<file path="config.mk">
export PLATFORM = sky130hd
export DESIGN_NAME = neighbor_link_quality_table
export DESIGN_NICKNAME = d
export VERILOG_FILES = /design/src/nlqt_pkg.sv /design/src/nlqt_fifo.sv /design/src/nlqt_front.sv /design/src/nlqt_back.sv /design/src/neighbor_link_quality_table.sv
export VERILOG_INCLUDE_DIRS = /design/src /design/src/src
export SDC_FILE = /design/constraint.sdc
export NUM_CORES = 2
export LEC_CHECK = 0
export ABC_AREA = 1
export BUFFER_PORTS_ARGS = -buffer_cell sky130_fd_sc_hd__buf_4
export CAP_MARGIN = 30
export CORE_AREA = 2 2 671 473
export CTS_BUF_LIST = sky130_fd_sc_hd__clkbuf_16
export DETAILED_ROUTE_END_ITERATION = 8
export DIE_AREA = 0 0 673 475
export HOLD_SLACK_MARGIN = 0.02
export SKIP_CTS_REPAIR_TIMING = 1
export SLEW_MARGIN = 40
export SYNTH_ARGS = -nofsm -noshare
export SYNTH_HDL_FRONTEND = slang
export SYNTH_SLANG_ARGS = --single-unit
</file>
<file path="constraint.sdc">
create_clock -name i_clk -period 12.2 [get_ports i_clk]
set_input_delay 3.05 -clock i_clk [delete_from_list [all_inputs] [get_ports i_clk]]
set_output_delay 3.05 -clock i_clk [all_outputs]
set_load 0.005 [all_outputs]
</file>
<file path="src/neighbor_link_quality_table_assert.svh">
// ----------------------------------------------------------------------------
// Neighbor link quality table assertion macros
// Shorthand for clocked implication checks that are gated off during reset.
// ----------------------------------------------------------------------------
`ifndef NEIGHBOR_LINK_QUALITY_TABLE_ASSERT_SVH
`define NEIGHBOR_LINK_QUALITY_TABLE_ASSERT_SVH

// Same-cycle implication.
`define NLQT_ASSERT_IMP(label, ante, cons) \
label: assert property (@(posedge i_clk) disable iff (!i_rst_n) (ante) |-> (cons)) \
    else $error("nlqt: implication check failed");

// Next-cycle implication.
`define NLQT_ASSERT_NEXT(label, ante, cons) \
label: assert property (@(posedge i_clk) disable iff (!i_rst_n) (ante) |=> (cons)) \
    else $error("nlqt: next-cycle check failed");

`endif

</file>
<file path="src/nlqt_pkg.sv">
// ----------------------------------------------------------------------------
// Neighbor link quality table package
// Sizes, operation and status codes, shared structs and count saturation.
// ----------------------------------------------------------------------------
package nlqt_pkg;

    // Table size and window length.
    localparam int MAX_NEIGHBORS = 16;
    localparam int WINDOW        = 100;

    localparam int ADDR_W  = 48;
    localparam int KIND_W  = 2;
    localparam int COUNT_W = 7;
    localparam int SLOT_W  = (MAX_NEIGHBORS > 1) ? $clog2(MAX_NEIGHBORS) : 1;
    localparam int CNT_W   = $clog2(MAX_NEIGHBORS + 1);
    localparam int WCNT_W  = $clog2(WINDOW + 1);

    // Input and output item packing.
    localparam int S_DATA_W = ((ADDR_W + 1 + 7) / 8) * 8;
    localparam int M_DATA_W = ((2 + COUNT_W + 7) / 8) * 8;

    // Queue between the front and the back.
    localparam int QUEUE_AW    = 1;
    localparam int QUEUE_DEPTH = 1 << QUEUE_AW;

    // Kind codes as they arrive on the input.
    localparam logic [KIND_W-1:0] KIND_REGISTER = 2'd0;
    localparam logic [KIND_W-1:0] KIND_RECORD   = 2'd1;
    localparam logic [KIND_W-1:0] KIND_QUERY    = 2'd2;

    localparam logic [COUNT_W-1:0] COUNT_MAX = '1;

    typedef enum logic [1:0] {
        OP_REGISTER,
        OP_RECORD,
        OP_QUERY,
        OP_IGNORE
    } t_op;

    typedef enum logic [1:0] {
        ST_OK        = 2'd0,
        ST_NOT_FOUND = 2'd1,
        ST_FULL      = 2'd2
    } t_status;

    // One classified item as it travels through the queue.
    typedef struct packed {
        t_op               op;
        logic [ADDR_W-1:0] addr;
        logic              outcome;
    } t_item;

    // Queue fill flags.
    typedef struct packed {
        logic full;
        logic empty;
    } t_queue_stat;

    // Table occupancy seen from outside the back end.
    typedef struct packed {
        logic             full;
        logic [CNT_W-1:0] entry_count;
    } t_table_stat;

    // Clamp a window count to the width of the result field.
    function automatic logic [COUNT_W-1:0] sat_count(input logic [WCNT_W-1:0] c);
        logic [WCNT_W+COUNT_W-1:0] wide;
        wide = {{COUNT_W{1'b0}}, c};
        if (wide > {{WCNT_W{1'b0}}, COUNT_MAX}) begin
            return COUNT_MAX;
        end
        return wide[COUNT_W-1:0];
    endfunction

endpackage

</file>
<file path="src/nlqt_fifo.sv">
// ----------------------------------------------------------------------------
// Neighbor link quality table item queue
// Short first-in first-out queue of classified items between front and back.
// ----------------------------------------------------------------------------
module nlqt_fifo
    import nlqt_pkg::*;
(
    input  logic        i_clk,
    input  logic        i_rst_n,
    input  logic        i_push,
    input  t_item       i_item,
    input  logic        i_pop,
    output t_item       o_item,
    output t_queue_stat o_stat
);

    t_item                 r_mem [QUEUE_DEPTH];
    logic [QUEUE_AW-1:0]   r_wr_ptr;
    logic [QUEUE_AW-1:0]   r_rd_ptr;
    logic [QUEUE_AW:0]     r_count;
    logic                  do_push;
    logic                  do_pop;

    // Flags and qualified strobes.
    assign o_stat.full  = (r_count == (QUEUE_AW + 1)'(QUEUE_DEPTH));
    assign o_stat.empty = (r_count == '0);
    assign do_push      = i_push && !o_stat.full;
    assign do_pop       = i_pop && !o_stat.empty;
    assign o_item       = r_mem[r_rd_ptr];

    // Storage is payload only.
    always_ff @(posedge i_clk) begin
        if (do_push) begin
            r_mem[r_wr_ptr] <= i_item;
        end
    end

    // Pointers and fill count.
    always_ff @(posedge i_clk) begin
        if (!i_rst_n) begin
            r_wr_ptr <= '0;
            r_rd_ptr <= '0;
            r_count  <= '0;
        end else begin
            if (do_push) begin
                r_wr_ptr <= r_wr_ptr + 1'b1;
            end
            if (do_pop) begin
                r_rd_ptr <= r_rd_ptr + 1'b1;
            end
            case ({do_push, do_pop})
                2'b10:   r_count <= r_count + 1'b1;
                2'b01:   r_count <= r_count - 1'b1;
                default: r_count <= r_count;
            endcase
        end
    end

endmodule

</file>
<file path="src/nlqt_front.sv">
// ----------------------------------------------------------------------------
// Neighbor link quality table front end
// Accepts input items, decodes the kind into an operation and feeds the queue.
// ----------------------------------------------------------------------------
module nlqt_front
    import nlqt_pkg::*;
(
    input  logic                i_clk,
    input  logic                i_rst_n,
    input  logic                i_valid,
    output logic                o_ready,
    input  logic [S_DATA_W-1:0] i_data,
    input  logic [KIND_W-1:0]   i_kind,
    input  t_queue_stat         i_qstat,
    output logic                o_push,
    output t_item               o_item
);

    logic  r_valid;
    t_item r_item;
    t_item n_item;

    // Classify the incoming item.
    always_comb begin
        n_item.addr    = i_data[ADDR_W-1:0];
        n_item.outcome = i_data[ADDR_W];
        case (i_kind)
            KIND_REGISTER: n_item.op = OP_REGISTER;
            KIND_RECORD:   n_item.op = OP_RECORD;
            KIND_QUERY:    n_item.op = OP_QUERY;
            default:       n_item.op = OP_IGNORE;
        endcase
    end

    // The holding register drains into the queue whenever it has room.
    assign o_push  = r_valid && !i_qstat.full;
    assign o_ready = !r_valid || !i_qstat.full;
    assign o_item  = r_item;

    always_ff @(posedge i_clk) begin
        if (!i_rst_n) begin
            r_valid <= 1'b0;
        end else if (o_ready) begin
            r_valid <= i_valid;
        end
    end

    always_ff @(posedge i_clk) begin
        if (o_ready && i_valid) begin
            r_item <= n_item;
        end
    end

endmodule

</file>
<file path="src/nlqt_back.sv">
// ----------------------------------------------------------------------------
// Neighbor link quality table back end
// Scans the address table one entry a cycle, registers new entries, updates the
// window and count of the matching entry and holds the result in an output register.
// ----------------------------------------------------------------------------
module nlqt_back
    import nlqt_pkg::*;
(
    input  logic                i_clk,
    input  logic                i_rst_n,
    input  t_queue_stat         i_qstat,
    input  t_item               i_item,
    output logic                o_pop,
    output logic                o_valid,
    input  logic                i_ready,
    output logic [M_DATA_W-1:0] o_data,
    output t_table_stat         o_stat
);

    typedef enum logic [1:0] {
        B_IDLE,
        B_SCAN,
        B_EXEC
    } t_bstate;

    t_bstate             r_state;
    t_item               r_item;
    logic [CNT_W-1:0]    r_idx;
    logic [CNT_W-1:0]    r_entry_cnt;
    logic [SLOT_W-1:0]   r_slot;
    logic                r_found;
    logic                r_out_valid;
    t_status             r_out_status;
    logic [COUNT_W-1:0]  r_out_count;

    // Per-entry address, outcome window (bit 0 oldest) and success count.
    logic [ADDR_W-1:0]   r_addr_mem [MAX_NEIGHBORS];
    logic [WINDOW-1:0]   r_row_mem  [MAX_NEIGHBORS];
    logic [WCNT_W-1:0]   r_cnt_mem  [MAX_NEIGHBORS];

    logic [WINDOW-1:0]   n_row;
    logic [WCNT_W-1:0]   n_cnt;
    logic                out_free;
    logic                table_full;
    logic [SLOT_W-1:0]   new_slot;

    assign out_free   = !r_out_valid || i_ready;
    assign table_full = (r_entry_cnt == CNT_W'(MAX_NEIGHBORS));
    assign new_slot   = r_entry_cnt[SLOT_W-1:0];
    assign o_pop      = (r_state == B_IDLE) && !i_qstat.empty;
    assign o_valid    = r_out_valid;
    assign o_data     = M_DATA_W'({r_out_count, r_out_status});
    assign o_stat.full        = table_full;
    assign o_stat.entry_count = r_entry_cnt;

    // Window after recording one outcome, and its running count.
    always_comb begin
        for (int j = 0; j < WINDOW - 1; j++) begin
            n_row[j] = r_row_mem[r_slot][j + 1];
        end
        n_row[WINDOW-1] = r_item.outcome;
        n_cnt = r_cnt_mem[r_slot] - WCNT_W'(r_row_mem[r_slot][0])
                + WCNT_W'(r_item.outcome);
    end

    // Sequencer with the table count and the output register.
    always_ff @(posedge i_clk) begin
        if (!i_rst_n) begin
            r_state     <= B_IDLE;
            r_entry_cnt <= '0;
            r_out_valid <= 1'b0;
        end else begin
            // The output register loads an answer or empties once it is taken.
            if (r_state == B_EXEC && out_free) begin
                r_out_valid <= 1'b1;
            end else if (i_ready) begin
                r_out_valid <= 1'b0;
            end
            case (r_state)
                B_IDLE: begin
                    if (!i_qstat.empty) begin
                        r_state <= (i_item.op == OP_IGNORE) ? B_EXEC : B_SCAN;
                    end
                end
                B_SCAN: begin
                    if (r_idx == r_entry_cnt) begin
                        r_state <= B_EXEC;
                    end else if (r_addr_mem[r_idx[SLOT_W-1:0]] == r_item.addr) begin
                        r_state <= B_EXEC;
                    end
                end
                B_EXEC: begin
                    if (out_free) begin
                        r_state <= B_IDLE;
                        if (r_item.op == OP_REGISTER && !r_found && !table_full) begin
                            r_entry_cnt <= r_entry_cnt + 1'b1;
                        end
                    end
                end
                default: r_state <= B_IDLE;
            endcase
        end
    end

    // Payload registers: current item, scan position, table contents, result.
    always_ff @(posedge i_clk) begin
        case (r_state)
            B_IDLE: begin
                r_item  <= i_item;
                r_idx   <= '0;
                r_found <= 1'b0;
            end
            B_SCAN: begin
                if (r_idx != r_entry_cnt) begin
                    if (r_addr_mem[r_idx[SLOT_W-1:0]] == r_item.addr) begin
                        r_found <= 1'b1;
                        r_slot  <= r_idx[SLOT_W-1:0];
                    end else begin
                        r_idx <= r_idx + 1'b1;
                    end
                end
            end
            B_EXEC: begin
                if (out_free) begin
                    case (r_item.op)
                        OP_REGISTER: begin
                            if (r_found) begin
                                r_out_status <= ST_OK;
                                r_out_count  <= sat_count(r_cnt_mem[r_slot]);
                            end else if (!table_full) begin
                                r_addr_mem[new_slot] <= r_item.addr;
                                r_row_mem[new_slot]  <= '1;
                                r_cnt_mem[new_slot]  <= WCNT_W'(WINDOW);
                                r_out_status <= ST_OK;
                                r_out_count  <= sat_count(WCNT_W'(WINDOW));
                            end else begin
                                r_out_status <= ST_FULL;
                                r_out_count  <= '0;
                            end
                        end
                        OP_RECORD: begin
                            if (r_found) begin
                                r_row_mem[r_slot] <= n_row;
                                r_cnt_mem[r_slot] <= n_cnt;
                                r_out_status <= ST_OK;
                                r_out_count  <= sat_count(n_cnt);
                            end else begin
                                r_out_status <= ST_NOT_FOUND;
                                r_out_count  <= '0;
                            end
                        end
                        OP_QUERY: begin
                            if (r_found) begin
                                r_out_status <= ST_OK;
                                r_out_count  <= sat_count(r_cnt_mem[r_slot]);
                            end else begin
                                r_out_status <= ST_NOT_FOUND;
                                r_out_count  <= '0;
                            end
                        end
                        default: begin
                            r_out_status <= ST_OK;
                            r_out_count  <= '0;
                        end
                    endcase
                end
            end
            default: begin
                r_idx <= r_idx;
            end
        endcase
    end

endmodule

</file>
<file path="src/neighbor_link_quality_table.sv">
// An accepted item passes through the front end holding register and the queue
// to the back end, which starts, compares table entries one at a time (up to
// MAX_NEIGHBORS, with a final end-of-table step when the address is absent and
// no scan for the unused kind), then updates and answers. The back end finishes
// one item before it takes the next; the front end and the queue can still accept items meanwhile. Reset is
// synchronous, active low; it empties the table and the queue, no clearing pass.
// ----------------------------------------------------------------------------
// Neighbor link quality table
// Per-neighbor sliding window of transfer outcomes with success counts.
// ----------------------------------------------------------------------------
`include "neighbor_link_quality_table_assert.svh"

module neighbor_link_quality_table
    import nlqt_pkg::*;
(
    input  logic                i_clk,
    input  logic                i_rst_n,
    input  logic                s_tvalid,
    output logic                s_tready,
    input  logic [S_DATA_W-1:0] s_tdata,   // neighbor_address[47:0], outcome[48], zeros
    input  logic [KIND_W-1:0]   s_tuser,   // kind[1:0]
    output logic                m_tvalid,
    input  logic                m_tready,
    output logic [M_DATA_W-1:0] m_tdata    // status[1:0], success_count[8:2], zeros
);

    logic        push;
    logic        pop;
    t_item       front_item;
    t_item       queue_item;
    t_queue_stat qstat;
    t_table_stat tstat;

    // Front end: accept and classify.
    nlqt_front u_front (
        .i_clk   (i_clk),
        .i_rst_n (i_rst_n),
        .i_valid (s_tvalid),
        .o_ready (s_tready),
        .i_data  (s_tdata),
        .i_kind  (s_tuser),
        .i_qstat (qstat),
        .o_push  (push),
        .o_item  (front_item)
    );

    // Queue between the two halves.
    nlqt_fifo u_fifo (
        .i_clk   (i_clk),
        .i_rst_n (i_rst_n),
        .i_push  (push),
        .i_item  (front_item),
        .i_pop   (pop),
        .o_item  (queue_item),
        .o_stat  (qstat)
    );

    // Back end: search, update and answer.
    nlqt_back u_back (
        .i_clk   (i_clk),
        .i_rst_n (i_rst_n),
        .i_qstat (qstat),
        .i_item  (queue_item),
        .o_pop   (pop),
        .o_valid (m_tvalid),
        .i_ready (m_tready),
        .o_data  (m_tdata),
        .o_stat  (tstat)
    );

    // Queue strobes only act on a queue that can take them.
    `NLQT_ASSERT_IMP(a_push_not_full, push, !qstat.full)
    `NLQT_ASSERT_IMP(a_pop_not_empty, pop, !qstat.empty)
    // A full answer only comes from a table at capacity.
    `NLQT_ASSERT_IMP(a_full_status, m_tvalid && (m_tdata[1:0] == ST_FULL), tstat.full)
    // The table never grows past capacity once full.
    `NLQT_ASSERT_NEXT(a_full_stays, tstat.full, tstat.entry_count == CNT_W'(MAX_NEIGHBORS))

endmodule
</file>
# ---- Word-level counts from Yosys, hierarchy flattened
# Memories as Yosys holds them, arrays and structs flattened. A register that Yosys moved wholly into a read port is not among the register bits.
# Index checks and enable logic that the tools add are counted.
dict set report classes {
  reduce_logical 32
  n_eq_ne 20
  muxes 49
  add_sub_neg 8
}
# op n
set op_table {}
lappend op_table {{$mux 100} 1}
lappend op_table {{$reduce_or 100->1} 1}
lappend op_table {{$eq 48x48->1} 1}
lappend op_table {{$mux 7} 5}
lappend op_table {{$mux 1} 22}
lappend op_table {{$pmux 7 s3} 1}
lappend op_table {{$mux 4} 5}
lappend op_table {{$reduce_and 3->1} 5}
lappend op_table {{$mux 2} 7}
lappend op_table {{$eq 2x2->1 const B} 6}
lappend op_table {{$pmux 2 s3} 2}
lappend op_table {{$add 5x1->5 const B} 2}
lappend op_table {{$mux 5} 2}
lappend op_table {{$pmux 5 s2} 1}
lappend op_table {{$eq 2x1->1 const B} 4}
lappend op_table {{$logic_and 1x1->1} 8}
lappend op_table {{$logic_not 2->1} 4}
lappend op_table {{$pmux 2 s2} 2}
lappend op_table {{$add 7x1->7} 1}
lappend op_table {{$reduce_or 7->1} 1}
lappend op_table {{$sub 7x1->7} 1}
lappend op_table {{$logic_not 1->1} 6}
lappend op_table {{$ne 2x1->1 const B} 3}
lappend op_table {{$reduce_bool 2->1} 3}
lappend op_table {{other kinds (12)} 15}
dict set report word_totals {
  ff_bits 134
  inputBits 62
  mem_count 4
  ram_bits 2582
}
# memory depth word_bits rd rd_ports_with_merged_regs wr line
set memory_table {}
lappend memory_table {u_back.r_row_mem 16 100 1 1 1 nlqt_back.sv:38} ;# logic [WINDOW-1:0] r_row_mem [MAX_NEIGHBORS];
lappend memory_table {u_back.r_addr_mem 16 48 1 1 1 nlqt_back.sv:37} ;# logic [ADDR_W-1:0] r_addr_mem [MAX_NEIGHBORS];
lappend memory_table {u_back.r_cnt_mem 16 7 1 1 1 nlqt_back.sv:39} ;# logic [WCNT_W-1:0] r_cnt_mem [MAX_NEIGHBORS];
lappend memory_table {u_fifo.r_mem 2 51 1 1 1 nlqt_fifo.sv:17} ;# t_item r_mem [QUEUE_DEPTH];

# ---- Longest topological paths before layout
dict set report logic_depth {
  ltp_word 8
  depth_mapped 24
  mapped_depth_nobuf 20
}

# ---- Hierarchy
# A second synthesis with hierarchy kept.
dict set report hier_totals {
  cells_unflattened 8058
  hier_area_um2 109709.0
}
# mod seq_area_each_um2 cells_per_inst n_inst area_per_inst_um2
set by_module_without_submodules {}
lappend by_module_without_submodules {nlqt_back 76893.7 7798 1 103929.7}
lappend by_module_without_submodules {nlqt_fifo 3163.0 199 1 4185.3}
lappend by_module_without_submodules {nlqt_front 1551.5 61 1 1594.0}

# ---- Worst setup path after synthesis
# Ideal clock, no wire load.
dict set report synth_timing {
  path_type {input -> register}
  from {input port m_tready}
  to {memory u_back.r_cnt_mem[0][0] (netlist bit) (enable)}
  path_buffers 0
  arrival_time_ns 9.200
  slack_ns 2.426
  required_ns 11.626
  cell_stages 9
  setup_ns 0.574
  path_cell_list {nor2_1 nor2_1 inv_1 nor2_1 inv_1 or2_2 o21ai_0 nand2_1 nor2_1}
}
dict set report synth_between {
  elab_chain_len 6
  word_cells_on_any_way 10
  classes_between {mux: 8; reduce/logical: 2}
}
# element line
set synth_rtl {}
lappend synth_rtl {{from (decl)} neighbor_link_quality_table.sv:23} ;# input logic m_tready,
lappend synth_rtl {{$logic_or 1x1->1 (*)} nlqt_back.sv:47} ;# assign out_free = !r_out_valid || i_ready;
lappend synth_rtl {{$mux 1} nlqt_back.sv:124} ;# if (out_free) begin
lappend synth_rtl {{$mux 1} nlqt_back.sv:107} ;# case (r_state)
lappend synth_rtl {{$mux 1 (not written as such)} nlqt_back.sv:144} ;# r_cnt_mem[r_slot] <= n_cnt;
lappend synth_rtl {{$reduce_or 7->1 (no source line)} n/a}
lappend synth_rtl {{$mux 4 (no source line) / $mux 1 (equally long branches)} n/a}
lappend synth_rtl {{to (decl)} nlqt_back.sv:39}
# Mark *: on every way between the ends. The rest lies on a longest branch, timed or not.

# ---- Worst setup path after layout
dict set report layout_timing {
  from {input port m_tready}
  to {memory u_back.r_row_mem[13][94] (enable)}
}
dict set report layout_between {
  elab_chain_len 6
  word_cells_on_any_way 10
  classes_between {mux: 8; reduce/logical: 2}
}
# element line
set layout_rtl {}
lappend layout_rtl {{$logic_or 1x1->1 (*)} nlqt_back.sv:47}
lappend layout_rtl {{$mux 1} nlqt_back.sv:124}
lappend layout_rtl {{$mux 1} nlqt_back.sv:107}
lappend layout_rtl {{$mux 1 (not written as such)} nlqt_back.sv:143} ;# r_row_mem[r_slot] <= n_row;
lappend layout_rtl {{$reduce_or 100->1 (no source line)} n/a}
lappend layout_rtl {{$mux 4 (no source line) / $mux 1 (equally long branches)} n/a}
lappend layout_rtl {{to (decl)} nlqt_back.sv:38}
# Marked as above.

==> results.ini <==
[outcome]
status = finished, final reports clean

[logic_synthesis]
synth_ff_type = edfxtp_1
post-synth-top-area-fraction = 0.743
syn_avg_cell_area_sq_um = 13.6
synth.yosys.seq_area_share = 0.747
yosysMostFrequentCell = edfxtp_1
synth_edf_count = 2703
ys_seq_elements = 2725
ys_types = 36
yosys.area.top_type = edfxtp_1
netlist_area_sq_um = 109000
async_reset_ff_frac = 0
synth_common_cells = edfxtp_1, nand2_1, inv_1
yosysWarnings = 0
synthCells = 8036
netlist_top_cells_area = edfxtp_1, mux2i_1, nand2_1, o211ai_1, o21ai_0

[layout]
layout.cells.non_filler = 12400
final_nets = 8092
drive_gt1_frac = 0.0838
nFillCells = 28400
area_growth_pct = 13.1

[power]
p_comb_frac = 0.116
p_clk_frac = 0.368
p_per_area_nw_per_um2 = 179
power_frac_seq = 0.516
switching_share = 0.261
leakagePower_nw = 43.7
p_total_mw = 22.1
worst_ir_drop_vdd_mv = 0.131
p_switching_mw = 5.75
intPower_mw = 16.3

[floorplanning]
die_w_um = 673
io_pins = 80
die_h_um = 475
coreArea_sq_um = 313000
die_area_sq_um = 320000
row_count = 172
initial_utilization = 0.349

[placement]
place_ws_ps = 4460
dp_hpwl_mm = 127
place_inst = 11900
io_buffers = 65
globalplace.congestion = 0.770

[setup_path]
cp.buffers_inverters = 6
end_kind = flop
crit_fanout = 39
cpLargestDelayFamily = buffers and inverters
startpoint_type = primary input
worstPathRequired_ps = 12620
max_stage_delay_ps = 750
crit_top_cell = buf_4
worstSetupPathType = primary input to flop
worstPathCellList = buf_4, nor2_2, nor2_2, inv_1, nor2_4, buf_4, nand2_1, o21ai_0, inv_1, nand3_1, nor2_4, buf_4, buf_4
critPathSlowestCell = buf_4
arrival_ps = 7150

[global_routing]
grt-ovfl-total = 0
grt_pass1_wl_mm = 393
grt.total_usage = 0.161
grt_pass1_vias = 61200
grt_max_degree = 193
antenna_found_initial = 9

[sta]
layout_min_cycle_time_ps = 6720
finalCritPeriodShare = 0.551
tightest_slew_ps = 968
clock.fmax_mhz = 149
slew_violations = 0
grt_setup_unrepaired = no
hold_viol = 0
worst_slack_ps = 5480
fin_skew_ps = 84.7
final.setup.tns_ps = 0
setup_viol = 0
relSlewSlack = 0.354

[clock_tree]
cts-buffers-inserted = 272
clock_path_buffers = 4
cts-root-buf = clkbuf_16
ctsHtreeMaxLevel = 5
clock_latency_ps = 870
cts.sinks = 2725
clk_pin_slew_ps = 60
cts_tree = done

[route]
drc = 0
vias = 63400
vias_per_cell = 5.11
postRouteAntennaNets = 0
wl_per_cell_um = 21.3
drtIter0Drc = 6441
dr.pass1.iters = 6
routed_wl_mm = 264

[worst_hold_path]
holdCritPathClass = flop to flop

[job]
drv_cap = 0

final cells by class:
class                      count  area, sq um  area share
clock buffer                 282         7060      0.0572
clock inverter               192         1460      0.0118
tap                         4176         5230      0.0423
timing repair buffer         190         2230      0.0181
sequential                  2725        81600       0.661
antenna                        6         15.0    0.000122
multi-input combinational   4088        23000       0.187
inverter                     735         2800      0.0227
state kept, by name, summed over array words and instances (netlist names), named ones only:
signal               flops
u_back.r_out_status      2
u_front.r_valid          1
u_back.r_state           2
u_back.r_cnt_mem       112
u_back.r_idx             5
u_back.o_valid           1
u_back.n_row             1
u_back.r_found           1
u_front.o_item          51
u_fifo.r_mem           102
u_back.r_addr_mem      768
u_fifo.r_count           2
u_back.r_item           50
u_back.r_entry_cnt       5
u_fifo.r_wr_ptr          1
u_fifo.r_rd_ptr          1
u_back.r_out_count       7
u_back.r_row_mem      1600
u_back.r_slot            4
cell usage in the layout (no fill, tap or decap), types with 21 or more instances in the layout:
master     count
buf_6         30
mux2_2        52
nor2_1       230
o21ai_0      647
buf_12        21
inv_1        775
nor2_4        37
a21oi_1      460
clkbuf_16    282
clkinv_1      55
mux2i_1      427
clkinv_2      50
buf_4        115
nand2_1     1046
edfxtp_1    2703
o211ai_1     474
nand3_1      625
routing by layer:
layer | track usage | wire length [um] | share of wire | vias up
met5 | 0 | 62 | 0.00024 | -
met4 | 0.0416 | 6500 | 0.025 | 10
met3 | 0.0241 | 18600 | 0.071 | 383
met2 | 0.247 | 116000 | 0.44 | 2122
met1 | 0.238 | 122000 | 0.46 | 31700
li1 | - | - | - | 29200
power by group through the flow:
| stage | sequential, mW | clock, mW | combinational, mW |
|---|---|---|---|
| 2_1_floorplan | 11.4 | 0 | 1.82 |
| 3_3_place_gp | 11.5 | 0 | 2.52 |
| 3_5_place_dp | 11.6 | 0 | 2.54 |
| 4_1_cts | 11.4 | 8.27 | 2.55 |
| 5_1_grt | 11.4 | 8.63 | 2.88 |
| 6_report | 11.4 | 8.11 | 2.56 |
worst reg2reg max path, cell delays in order, from the launching register on:
cell      delay, ps
dfxtp_4         770
buf_4           650
buf_6           730
clkbuf_8        760
mux2i_1         230
o211ai_1        230
o211ai_1        120
nand2_1         220
inv_1            70
ha_1            360
nand2_1          70
nor2_1          110
a211oi_1         60
or2_2           290
nand2_1          60
a21oi_1          60
xnor2_1         140
xor2_1          150
or2_2           420
per-stage QoR:
| stage | hold slack (ps) | utilization | area (sq um) |
|---|---|---|---|
| after floorplan | 421 | - | 109000 |
| after global placement | 423 | 0.365 | 114000 |
| after detailed placement | 431 | 0.367 | 115000 |
| after CTS | 441 | 0.394 | 123000 |
| after global routing | 451 | 0.395 | 123000 |
| final | 441 | 0.395 | 123000 |
cell families after synthesis:
kind of cell               after synthesis  synth area share
adders and majority gates               18           0.00213
buffers and inverters                 1229            0.0447
muxes                                  479            0.0445
xor gates and xnor gates                 9          0.000722
DFF                                   2725             0.747
AOI/OAI and AO/OA                     1596            0.0842
and+or+nand+nor                       1979            0.0763
other                                    1         0.0000343
path summary, 6_finish.rpt:
| kind | from | slack, ps | cells past startpoint | to |
|---|---|---|---|---|
| worst min register to register | u_front.o_item[36]$_DFFE_PP_ | 440 | 0 | u_fifo.r_mem[1][36]$_DFFE_PP_ |
| worst min-delay path | u_front.o_item[36]$_DFFE_PP_ | 440 | 0 | u_fifo.r_mem[1][36]$_DFFE_PP_ |
| worst max register to register | flop | 6430 | 18 | u_back.r_cnt_mem[4][6]$_DFFE_PP_ |
| worst max-delay path | m_tready | 5480 | 13 | u_back.r_row_mem[13][94]$_DFFE_PP_ |
Power figures use the tool's default switching activity.
